### src/sv/i2ew_pkg.sv
`default_nettype none
// ----------------------------------------------------------------------------
// i2ew_pkg
// Shared types, word codes and helpers for the integer to word token unit.
// ----------------------------------------------------------------------------
package i2ew_pkg;

    localparam int VALUE_W    = 31;
    localparam int DIGITS     = 10;
    localparam int BCD_W      = 4 * DIGITS;
    localparam int CONV_STEPS = VALUE_W;

    typedef logic [4:0] t_word;
    typedef logic [3:0] t_digit;

    localparam t_word W_ZERO     = 5'd0;
    localparam t_word W_TEN      = 5'd10;
    localparam t_word W_TENS_OFS = 5'd18;
    localparam t_word W_HUNDRED  = 5'd28;
    localparam t_word W_THOUSAND = 5'd29;
    localparam t_word W_MILLION  = 5'd30;
    localparam t_word W_BILLION  = 5'd31;

    typedef enum logic [1:0] {
        S_IDLE,
        S_CONV,
        S_EMIT,
        S_FLUSH
    } t_state;

    typedef enum logic [2:0] {
        P_HDIGIT,
        P_HWORD,
        P_TENS,
        P_ONES,
        P_SCALE
    } t_phase;

    // true when every packed digit is a decimal digit
    function automatic logic bcd_ok(input logic [BCD_W-1:0] bcd);
        logic ok;
        ok = 1'b1;
        for (int i = 0; i < DIGITS; i++) begin
            if (bcd[4*i +: 4] > 4'd9) begin
                ok = 1'b0;
            end
        end
        return ok;
    endfunction

endpackage
`default_nettype wire

### src/sv/i2ew_bcd.sv
`default_nettype none
// ----------------------------------------------------------------------------
// i2ew_bcd
// Bit-serial binary to decimal converter: shift-and-add-three, one input bit
// per cycle, ten digits corrected in parallel.
// ----------------------------------------------------------------------------
module i2ew_bcd (
    input  wire logic                         i_clk,
    input  wire logic                         i_rst_n,
    input  wire logic                         i_start,
    input  wire logic [i2ew_pkg::VALUE_W-1:0] i_value,
    output logic      [i2ew_pkg::BCD_W-1:0]   o_bcd,
    output logic                              o_done
);

    logic [i2ew_pkg::VALUE_W-1:0] r_shift;
    logic [i2ew_pkg::BCD_W-1:0]   r_bcd;
    logic [i2ew_pkg::BCD_W-1:0]   n_adj;
    logic [4:0]                   r_cnt;
    logic                         r_busy;
    logic                         r_done;

    always_comb begin
        for (int i = 0; i < i2ew_pkg::DIGITS; i++) begin
            if (r_bcd[4*i +: 4] >= 4'd5) begin
                n_adj[4*i +: 4] = r_bcd[4*i +: 4] + 4'd3;
            end else begin
                n_adj[4*i +: 4] = r_bcd[4*i +: 4];
            end
        end
    end

    always_ff @(posedge i_clk) begin
        if (!i_rst_n) begin
            r_busy <= 1'b0;
            r_done <= 1'b0;
            r_cnt  <= '0;
        end else begin
            r_done <= 1'b0;
            if (i_start) begin
                r_busy <= 1'b1;
                r_cnt  <= '0;
            end else if (r_busy) begin
                r_cnt <= r_cnt + 5'd1;
                if (r_cnt == 5'(i2ew_pkg::CONV_STEPS - 1)) begin
                    r_busy <= 1'b0;
                    r_done <= 1'b1;
                end
            end
        end
    end

    always_ff @(posedge i_clk) begin
        if (i_start) begin
            r_shift <= i_value;
            r_bcd   <= '0;
        end else if (r_busy) begin
            r_shift <= {r_shift[i2ew_pkg::VALUE_W-2:0], 1'b0};
            r_bcd   <= {n_adj[i2ew_pkg::BCD_W-2:0], r_shift[i2ew_pkg::VALUE_W-1]};
        end
    end

    assign o_bcd  = r_bcd;
    assign o_done = r_done;

endmodule
`default_nettype wire

### src/sv/integer_to_english_word_tokens_unit.sv
`default_nettype none
// ----------------------------------------------------------------------------
// integer_to_english_word_tokens_unit
// Names a 31-bit unsigned integer as a sequence of English word tokens.
// ----------------------------------------------------------------------------
// One value is taken when o_ready is high (the unit is idle). The value is
// converted to ten decimal digits bit-serially, then a sequencer walks the
// billions, millions, thousands and units groups, five steps per group, 20
// steps in all, one step per cycle while the output register can take a
// token. Tokens leave through a one-token holding stage, so the final token
// carries o_last; the value zero gives the single token Zero. The next value
// is accepted once the last token sits in the output register.
// ----------------------------------------------------------------------------
module integer_to_english_word_tokens_unit (
    input  wire logic        i_clk,
    input  wire logic        i_rst_n,
    input  wire logic        i_valid,
    output logic             o_ready,
    input  wire logic [30:0] i_value,
    output logic             o_valid,
    input  wire logic        i_ready,
    output logic [4:0]       o_word,
    output logic             o_last
);

    i2ew_pkg::t_state r_state;
    i2ew_pkg::t_state n_state;
    i2ew_pkg::t_phase r_ph;
    i2ew_pkg::t_phase n_ph;

    logic [1:0]                 r_grp;
    logic [1:0]                 n_grp;
    logic [i2ew_pkg::BCD_W-1:0] bcd;
    logic                       bcd_done;
    logic                       start;

    i2ew_pkg::t_digit dh;
    i2ew_pkg::t_digit dt;
    i2ew_pkg::t_digit d_o;
    i2ew_pkg::t_word  scale;
    logic             has_scale;
    logic             grp_nz;

    logic             gen_valid;
    i2ew_pkg::t_word  gen_word;
    logic             out_free;
    logic             step_ok;
    logic             emit_end;

    logic             r_pend_valid;
    logic             n_pend_valid;
    i2ew_pkg::t_word  r_pend_word;
    i2ew_pkg::t_word  n_pend_word;
    logic             r_out_valid;
    logic             n_out_valid;
    i2ew_pkg::t_word  r_out_word;
    i2ew_pkg::t_word  n_out_word;
    logic             r_out_last;
    logic             n_out_last;

    i2ew_bcd u_bcd (
        .i_clk   (i_clk),
        .i_rst_n (i_rst_n),
        .i_start (start),
        .i_value (i_value),
        .o_bcd   (bcd),
        .o_done  (bcd_done)
    );

    // digits and scale word of the current group
    always_comb begin
        case (r_grp)
            2'd3: begin
                dh        = '0;
                dt        = '0;
                d_o       = bcd[39:36];
                scale     = i2ew_pkg::W_BILLION;
                has_scale = 1'b1;
            end
            2'd2: begin
                dh        = bcd[35:32];
                dt        = bcd[31:28];
                d_o       = bcd[27:24];
                scale     = i2ew_pkg::W_MILLION;
                has_scale = 1'b1;
            end
            2'd1: begin
                dh        = bcd[23:20];
                dt        = bcd[19:16];
                d_o       = bcd[15:12];
                scale     = i2ew_pkg::W_THOUSAND;
                has_scale = 1'b1;
            end
            default: begin
                dh        = bcd[11:8];
                dt        = bcd[7:4];
                d_o       = bcd[3:0];
                scale     = i2ew_pkg::W_ZERO;
                has_scale = 1'b0;
            end
        endcase
        grp_nz = (dh != '0) || (dt != '0) || (d_o != '0);
    end

    // token of the current step, if any
    always_comb begin
        gen_valid = 1'b0;
        gen_word  = i2ew_pkg::W_ZERO;
        case (r_ph)
            i2ew_pkg::P_HDIGIT: begin
                gen_valid = (dh != '0);
                gen_word  = {1'b0, dh};
            end
            i2ew_pkg::P_HWORD: begin
                gen_valid = (dh != '0);
                gen_word  = i2ew_pkg::W_HUNDRED;
            end
            i2ew_pkg::P_TENS: begin
                if (dt == 4'd1) begin
                    gen_valid = 1'b1;
                    gen_word  = i2ew_pkg::W_TEN + {1'b0, d_o};
                end else begin
                    gen_valid = (dt != '0);
                    gen_word  = i2ew_pkg::W_TENS_OFS + {1'b0, dt};
                end
            end
            i2ew_pkg::P_ONES: begin
                gen_valid = (dt != 4'd1) && (d_o != '0);
                gen_word  = {1'b0, d_o};
            end
            i2ew_pkg::P_SCALE: begin
                gen_valid = grp_nz && has_scale;
                gen_word  = scale;
            end
            default: begin
                gen_valid = 1'b0;
                gen_word  = i2ew_pkg::W_ZERO;
            end
        endcase
    end

    assign out_free = !r_out_valid || i_ready;
    assign step_ok  = !gen_valid || !r_pend_valid || out_free;
    assign emit_end = (r_ph == i2ew_pkg::P_SCALE) && (r_grp == 2'd0);

    // next state
    always_comb begin
        n_state = r_state;
        case (r_state)
            i2ew_pkg::S_IDLE: begin
                if (i_valid) begin
                    n_state = i2ew_pkg::S_CONV;
                end
            end
            i2ew_pkg::S_CONV: begin
                if (bcd_done) begin
                    n_state = i2ew_pkg::S_EMIT;
                end
            end
            i2ew_pkg::S_EMIT: begin
                if (step_ok && emit_end) begin
                    n_state = i2ew_pkg::S_FLUSH;
                end
            end
            i2ew_pkg::S_FLUSH: begin
                if (out_free) begin
                    n_state = i2ew_pkg::S_IDLE;
                end
            end
            default: begin
                n_state = i2ew_pkg::S_IDLE;
            end
        endcase
    end

    // outputs and datapath next values
    always_comb begin
        o_ready      = 1'b0;
        start        = 1'b0;
        n_ph         = r_ph;
        n_grp        = r_grp;
        n_pend_valid = r_pend_valid;
        n_pend_word  = r_pend_word;
        n_out_valid  = r_out_valid && !i_ready;
        n_out_word   = r_out_word;
        n_out_last   = r_out_last;
        case (r_state)
            i2ew_pkg::S_IDLE: begin
                o_ready      = 1'b1;
                start        = i_valid;
                n_pend_valid = 1'b0;
                n_ph         = i2ew_pkg::P_HDIGIT;
                n_grp        = 2'd3;
            end
            i2ew_pkg::S_CONV: begin
                n_ph  = i2ew_pkg::P_HDIGIT;
                n_grp = 2'd3;
            end
            i2ew_pkg::S_EMIT: begin
                if (step_ok) begin
                    if (gen_valid) begin
                        if (r_pend_valid) begin
                            n_out_valid = 1'b1;
                            n_out_word  = r_pend_word;
                            n_out_last  = 1'b0;
                        end
                        n_pend_valid = 1'b1;
                        n_pend_word  = gen_word;
                    end
                    case (r_ph)
                        i2ew_pkg::P_HDIGIT: n_ph = i2ew_pkg::P_HWORD;
                        i2ew_pkg::P_HWORD:  n_ph = i2ew_pkg::P_TENS;
                        i2ew_pkg::P_TENS:   n_ph = i2ew_pkg::P_ONES;
                        i2ew_pkg::P_ONES:   n_ph = i2ew_pkg::P_SCALE;
                        default: begin
                            n_ph  = i2ew_pkg::P_HDIGIT;
                            n_grp = r_grp - 2'd1;
                        end
                    endcase
                end
            end
            i2ew_pkg::S_FLUSH: begin
                if (out_free) begin
                    n_out_valid  = 1'b1;
                    n_out_word   = r_pend_valid ? r_pend_word : i2ew_pkg::W_ZERO;
                    n_out_last   = 1'b1;
                    n_pend_valid = 1'b0;
                end
            end
            default: begin
                n_pend_valid = 1'b0;
            end
        endcase
    end

    always_ff @(posedge i_clk) begin
        if (!i_rst_n) begin
            r_state      <= i2ew_pkg::S_IDLE;
            r_ph         <= i2ew_pkg::P_HDIGIT;
            r_grp        <= 2'd3;
            r_pend_valid <= 1'b0;
            r_out_valid  <= 1'b0;
        end else begin
            r_state      <= n_state;
            r_ph         <= n_ph;
            r_grp        <= n_grp;
            r_pend_valid <= n_pend_valid;
            r_out_valid  <= n_out_valid;
        end
    end

    always_ff @(posedge i_clk) begin
        r_pend_word <= n_pend_word;
        r_out_word  <= n_out_word;
        r_out_last  <= n_out_last;
    end

    assign o_valid = r_out_valid;
    assign o_word  = r_out_word;
    assign o_last  = r_out_last;

    a_accept_conv: assert property (@(posedge i_clk) disable iff (!i_rst_n)
        (i_valid && o_ready) |=> (r_state == i2ew_pkg::S_CONV))
        else $error("accepted item did not start conversion");

    a_idle_empty: assert property (@(posedge i_clk) disable iff (!i_rst_n)
        o_ready |-> !r_pend_valid)
        else $error("token held while idle");

    a_bcd_digits: assert property (@(posedge i_clk) disable iff (!i_rst_n)
        bcd_done |-> i2ew_pkg::bcd_ok(bcd))
        else $error("conversion gave a non-decimal digit");

    a_flush_last: assert property (@(posedge i_clk) disable iff (!i_rst_n)
        (r_state == i2ew_pkg::S_FLUSH && out_free) |=> (o_valid && o_last))
        else $error("final token not marked last");

endmodule
`default_nettype wire
### config.mk
export PLATFORM = sky130hd
export DESIGN_NAME = integer_to_english_word_tokens_unit
export DESIGN_NICKNAME = d
export VERILOG_FILES = /design/src/sv/i2ew_pkg.sv /design/src/sv/i2ew_bcd.sv /design/src/sv/integer_to_english_word_tokens_unit.sv
export SDC_FILE = /design/constraint.sdc
export NUM_CORES = 1
export LEC_CHECK = 0
export ABC_AREA = 1
export BUFFER_PORTS_ARGS = -buffer_cell sky130_fd_sc_hd__buf_4
export CAP_MARGIN = 20
export CORE_ASPECT_RATIO = 0.6
export CORE_MARGIN = 5
export CORE_UTILIZATION = 43
export DETAILED_ROUTE_END_ITERATION = 8
export PLACE_DENSITY = 0.58
export SETUP_SLACK_MARGIN = 0.2
export SYNTH_ARGS = -nofsm -noshare
export SYNTH_HDL_FRONTEND = slang
export SYNTH_SLANG_ARGS = --single-unit
### constraint.sdc
create_clock -name i_clk -period 3.23 [get_ports i_clk]
set_clock_uncertainty 0.1 [all_clocks]
set_input_delay 0.323 -clock i_clk [delete_from_list [all_inputs] [get_ports i_clk]]
set_output_delay 0.323 -clock i_clk [all_outputs]
set_load 0.005 [all_outputs]
* Word level (Yosys, flattened, before mapping) *
Index checks and enable logic that the tools add are counted.

cells by class
  $add $sub $neg = 14
  multipliers = 0
  div/mod/pow operators = 0
  $lt $le $gt $ge = 10
  equality and inequality tests = 21
  shifts and indexed selects = 0
  muxes and demuxes = 58
  bitwise logic cells = 2
  reductions and logical operators = 36

operators by type and width
  operator                                                            number
  two-way mux 31 bit                                                  2
  greater-or-equal comparator 4 x 3 -> 1 bit (second input constant)  10
  adder 4 x 2 -> 4 bit (second input constant)                        9
  two-way mux 4 bit                                                   9
  one-hot mux 4 bit (3 select lines)                                  3
  two-way mux 5 bit                                                   6
  one-hot mux 5 bit (5 select lines)                                  1
  two-way mux 1 bit                                                   19
  one-hot mux 5 bit (3 select lines)                                  1
  != test 2 bit (second input constant)                               7
  two-way mux 2 bit                                                   6
  one-hot mux 3 bit (4 select lines)                                  1
  nonzero test 4 bit                                                  3
  one-hot mux 5 bit (2 select lines)                                  1
  equality test 2 bit (second input constant)                         4
  one-hot mux 2 bit (4 select lines)                                  1
  AND reduction 4 bit                                                 2
  equality test 3 x 2 -> 1 bit (second input constant)                2
  two-way mux 3 bit                                                   2
  one-hot mux 3 bit (2 select lines)                                  1
  AND reduction 3 bit                                                 2
  nonzero test 2 bit                                                  3
  OR reduction 2 bit                                                  3
  OR reduction 3 bit                                                  2
  26 further kinds                                                    41

storage, ports and cells
  register bits = 98
  bits in latches = 0
  RAM bits = 0
  memory bits (read-only) = 0
  input port bits = 35
  logic and storage cells = 154
  memories = 0

* Depth between registers and ports, before layout *
  depth after elaboration = 13
  mapped depth = 18
  depth with buffers taken out = 17

* Modules after synthesis *
Synthesis repeated with hierarchy kept, for this count alone.

second synthesis, totals
  cells, all modules = 763
  area total of the unflattened synthesis = 5683.0 um^2

modules (own cells, without submodules)
  module                               instances  cells an instance  area an instance (um^2)  seq. area each (um^2)
  i2ew_bcd                             1          505                4008.8                   1871.8
  integer_to_english_word_tokens_unit  1          258                1674.1                   510.5

* Least setup slack after synthesis *
Ideal clock, no wire load.

  path kind = reg2reg
  start point = reg r_state[0]
  end point = reg u_bcd.r_shift[0] (netlist bit), enable pin
  library setup time = 0.408 ns
  arrival = 1.997 ns
  data required time = 2.722 ns
  path slack = 0.725 ns
  stages on the path, launching flop included = 8
  path buffers = 1
  period minus slack after synthesis = 2.505 ns
  path through = dfxtp_1 inv_1 ha_1 nand2_1 inv_1 nor2_1 clkinv_1 buf_1

on the way
  word-level cells in the longest chain between the ends = 3

RTL lines
  item                          RTL line                                    text
  start: declaration            integer_to_english_word_tokens_unit.sv:26   i2ew_pkg::t_state r_state;
  start signal: assignment      integer_to_english_word_tokens_unit.sv:238  r_state <= i2ew_pkg::S_IDLE;
  start signal: assignment      integer_to_english_word_tokens_unit.sv:244  r_state <= n_state;
  logical NOT 2 bit             integer_to_english_word_tokens_unit.sv:187  case (r_state)
  two-way mux 1 bit             integer_to_english_word_tokens_unit.sv:187
  nonzero test 2 bit (no line)  n/a
  end signal: assignment        i2ew_bcd.sv:55                              r_shift <= i_value;
  end signal: assignment        i2ew_bcd.sv:58                              r_shift <= {r_shift[i2ew_pkg::VALUE_W-2:0], 1'b0};
  end: declaration              i2ew_bcd.sv:16                              logic [i2ew_pkg::VALUE_W-1:0] r_shift;

No other way between the ends.
A chain may end at the register's enable or synchronous reset.

* Worst setup path in the final report *
  start point = reg r_grp[0]
  end point = reg r_out_last, in the netlist o_last, enable pin

on the way
  word-level cells in the longest chain between the ends = 12
  elaborated cells between the ends (all ways) = 25

RTL lines
  item                                                                 RTL line                                    text
  start: declaration                                                   integer_to_english_word_tokens_unit.sv:31   logic [1:0] r_grp;
  start signal: assignment                                             integer_to_english_word_tokens_unit.sv:246  r_grp <= n_grp;
  equality test 2 x 1 -> 1 bit or equality test 2 bit (tied branches)  integer_to_english_word_tokens_unit.sv:72   case (r_grp)
  one-hot mux 4 bit (3 select lines)                                   integer_to_english_word_tokens_unit.sv:72
  nonzero test 4 bit (on tied branches)                                n/a
  logical OR 1 bit (2 in a row)                                        integer_to_english_word_tokens_unit.sv:102  grp_nz = (dh != '0) || (dt != '0) || (d_o != '0);
  logical AND 1 bit                                                    integer_to_english_word_tokens_unit.sv:132  gen_valid = grp_nz && has_scale;
  one-hot mux 1 bit (4 select lines) *                                 integer_to_english_word_tokens_unit.sv:109  case (r_ph)
  logical NOT 1 bit                                                    integer_to_english_word_tokens_unit.sv:143  assign step_ok = !gen_valid || !r_pend_valid || out_free;
  logical OR 1 bit (2 in a row)                                        integer_to_english_word_tokens_unit.sv:143
  != test 2 bit (no line)                                              n/a
  AND reduction 5 bit (no line) *                                      n/a
  end signal: assignment                                               integer_to_english_word_tokens_unit.sv:255  r_out_last <= n_out_last;
  end: declaration                                                     integer_to_english_word_tokens_unit.sv:58   logic r_out_last;

Every way passes the cells marked *; elsewhere a longest branch is shown, timed or not.

==> flow_summary.json <==
{
  "status": "finished clean",
  "max_stage_delay_ns": 0.46,
  "drt_iter0_drc": 468,
  "place_congestion": 0.949,
  "finalWorstSetupSlack_ns": 0.397,
  "power.share.combinational_pct": 29.4,
  "drt_wl_total_mm": 13.7,
  "hpwl_mm": 10.0,
  "hp-start": "i_value[16]",
  "h-tree-depth": 3,
  "final_common_cell": "nand2_1",
  "final-setup-viol-count": 0,
  "grt.total_usage_pct": 18.3,
  "dieHeight_um": 97.0,
  "grt_max_degree": 48,
  "hold_depth": 3,
  "yosys_warnings": 0,
  "worst-path-buf-inv": 2,
  "synth_top_cell_by_area": "edfxtp_1",
  "fin_cells": 899,
  "grt_pass1_wl_mm": 22.2,
  "hold_path_end": "u_bcd.r_shift[16]$_DFFE_PP_",
  "synth.cell_area_um2": 5420,
  "cp.arrival_ns": 2.72,
  "routedWlPerCell_um": 15.3,
  "root_buffer": "clkbuf_16",
  "hold_path_class": "input pin to flop",
  "nNetsFinal": 797,
  "worst_pin_slew_ns": 0.823,
  "clk_pin_slew_ns": 0.07,
  "diodes": 0,
  "cts_setup_buffers": 0,
  "async_reset_ff_share_pct": 0,
  "grt_pass1_vias": 4351,
  "synth-main-ff-cell": "dfxtp_1",
  "io_buffers": 42,
  "clkPwrFrac_pct": 27.8,
  "p_int_mw": 2.78,
  "ys_seq_area_share_pct": 44.0,
  "cp_cell_sequence": "inv_1 > ha_1 > inv_1 > o21ai_0 > nor2_1 > nor2_2 > nor2_1 > nand2_1 > nand2_1 > nand2_2 > nand3_1 > a21oi_1",
  "reg2reg_from": "r_grp[0]$_SDFFE_PN1P_",
  "area_growth_pct": 14.4,
  "dieArea_um2": 15000,
  "r2r_setup_slack_ns": 0.40,
  "period_share_pct": 87.7,
  "crit_path_top_delay_cell": "a21oi_1",
  "rows": 31,
  "final_cell_mix": "nand2_1 (200), inv_1 (80), dfxtp_1 (56)",
  "power.share.sequential_pct": 42.7,
  "powerDensity_nw_per_um2": 689,
  "power.switching_mw": 1.49,
  "yosysUniqueCellTypes": 39,
  "first_pass_iters": 5,
  "die_w_um": 155,
  "syn_inst": 692,
  "cp.required_ns": 3.12,
  "cts.sinks": 98,
  "cts_hold_buf": 0,
  "placed_cells": 883,
  "fin_tns_setup_ns": 0,
  "switching_share_pct": 34.9,
  "crit_family": "compound AO/OA/AOI/OAI gates",
  "cts_tree": "yes",
  "cts_buffers": 9,
  "cellLeakagePower_nw": 2.81,
  "vias_per_cell": 5.16,
  "overflow": 0,
  "via_count": 4638,
  "ioPinCount": 43,
  "ir_worst_vdd_mv": 0.296,
  "syn-mean-instance-area_um2": 7.83,
  "ys_top_cells_by_area": "edfxtp_1 (23%), dfxtp_1 (21%), nand2_1 (14%)",
  "dp_slack_ns": 0.460,
  "hold_violations": 0,
  "crit_type": "flop to flop",
  "synth-seq-cells": 98,
  "remaining_drc_errors": 0,
  "cts_resized": 0,
  "fmax_ghz": 0.353,
  "regToRegEndpoint": "o_last$_DFFE_PP_",
  "drive_gt1_share_pct": 12.9,
  "start_util_pct": 44.5,
  "synth.net_count": 760,
  "clk_latency_ns": 0.35,
  "slew-limit-headroom_pct": 45.0,
  "critPathLaunchType": "flop",
  "ant_nets": 0,
  "clockBufferDepth": 2,
  "synth_edf_count": 42,
  "worst_r2r_path_depth": 12,
  "crit_cells": 12,
  "endpoint_kind": "flop",
  "rsz0062_at_grt": "false",
  "antenna_found_initial": 0,
  "finalMaxSlewViolations": 0,
  "placeableCoreArea_um2": 12200,
  "maxCapViolCount": 0,
  "min_period_ns": 2.83,
  "fin_util_pct": 50.9,
  "crit_fanout": 10,
  "synth.top_cell.area_share_pct": 23.3
}
state kept, by name (all words and copies together), names as in the netlist, 2 cells and up:
name	count
o_word	5
u_bcd.r_cnt	5
r_pend_word	5
u_bcd.r_shift	31
r_grp	2
r_ph	3
u_bcd.o_bcd	40
r_state	2
per-layer routing:
metal / vias to the layer above / wire length [µm] / track usage (%)
li1: 2336 / - / -
met1: 2127 / 7220 / 28.4
met2: 157 / 5410 / 25.1
met3: 18 / 942 / 4.01
met4: 0 / 172 / 5.09
met5: - / 0 / 0
cell families (layout without fill, tap and decap cells):
| family | after synthesis | after routing | synth area share (%) |
|---|---|---|---|
| compound gates | 113 | 113 | 12.1 |
| simple gates | 327 | 327 | 25.8 |
| fa+ha+maj | 33 | 33 | 7.62 |
| buf+inv | 106 | 148 | 8.08 |
| flops | 98 | 98 | 44.0 |
| xor+xnor | 15 | 15 | 2.42 |
cells in the mapped netlist (7+ instances only):
| cell | n |
|---|---|
| a21oi_1 | 25 |
| xor2_1 | 11 |
| o31ai_1 | 9 |
| nor2_1 | 48 |
| or2_2 | 10 |
| nand2_1 | 200 |
| o22ai_1 | 17 |
| o21ai_0 | 49 |
| nor2_2 | 7 |
| nand3_1 | 36 |
| clkbuf_1 | 13 |
| edfxtp_1 | 42 |
| inv_1 | 80 |
| dfxtp_1 | 56 |
| ha_1 | 33 |
| nand4_1 | 8 |
| nand2_2 | 8 |
final cells by class:
type	instances	area, µm²
timing repair buffer	49	368
multi-input combinational	488	2600
clock buffer	9	225
sequential	98	2380
clock inverter	7	100
inverter	83	317
fill	1168	5980
tap	165	206
metrics by stage:
stage	hold slack, ns	power [mW]	cell area, µm²
after floorplan	0.322	2.73	5420
after detailed placement	0.340	3.11	5870
after CTS	0.126	4.31	6200
after global placement	0.328	3.07	5870
after global routing	0.137	4.55	6200
final	0.139	4.27	6200
how the worst max path moves through the flow:
stage,startpoint,end,slack (ns)
detailed placement,r_grp[0]$_SDFFE_PN1P_,o_word[1]$_DFFE_PP_,0.46
global route,r_grp[0]$_SDFFE_PN1P_,o_word[3]$_DFFE_PP_,0.21
floorplan,r_state[0]$_SDFFE_PN0P_,u_bcd.r_shift[0]$_SDFFCE_PN0P_,0.73
finish,r_grp[0]$_SDFFE_PN1P_,o_last$_DFFE_PP_,0.40
CTS,r_grp[0]$_SDFFE_PN1P_,o_last$_DFFE_PP_,0.45
global placement,r_grp[0]$_SDFFE_PN1P_,o_word[0]$_DFFE_PP_,0.55
worst min-delay path: cells and delay by family:
| family | cells | cell delay, ns |
|---|---|---|
| buffers and inverters | 1 | 0.08 |
| and+or+nand+nor | 2 | 0.08 |
power groups by stage:
stage	clock network, mW	logic [mW]	registers, mW
final	1.19	1.26	1.82
after detailed placement	0	1.26	1.85
after CTS	1.22	1.26	1.83
after floorplan	0	0.914	1.81
after global placement	0	1.23	1.84
after global routing	1.26	1.43	1.86
(Power assumes the default switching activity.)
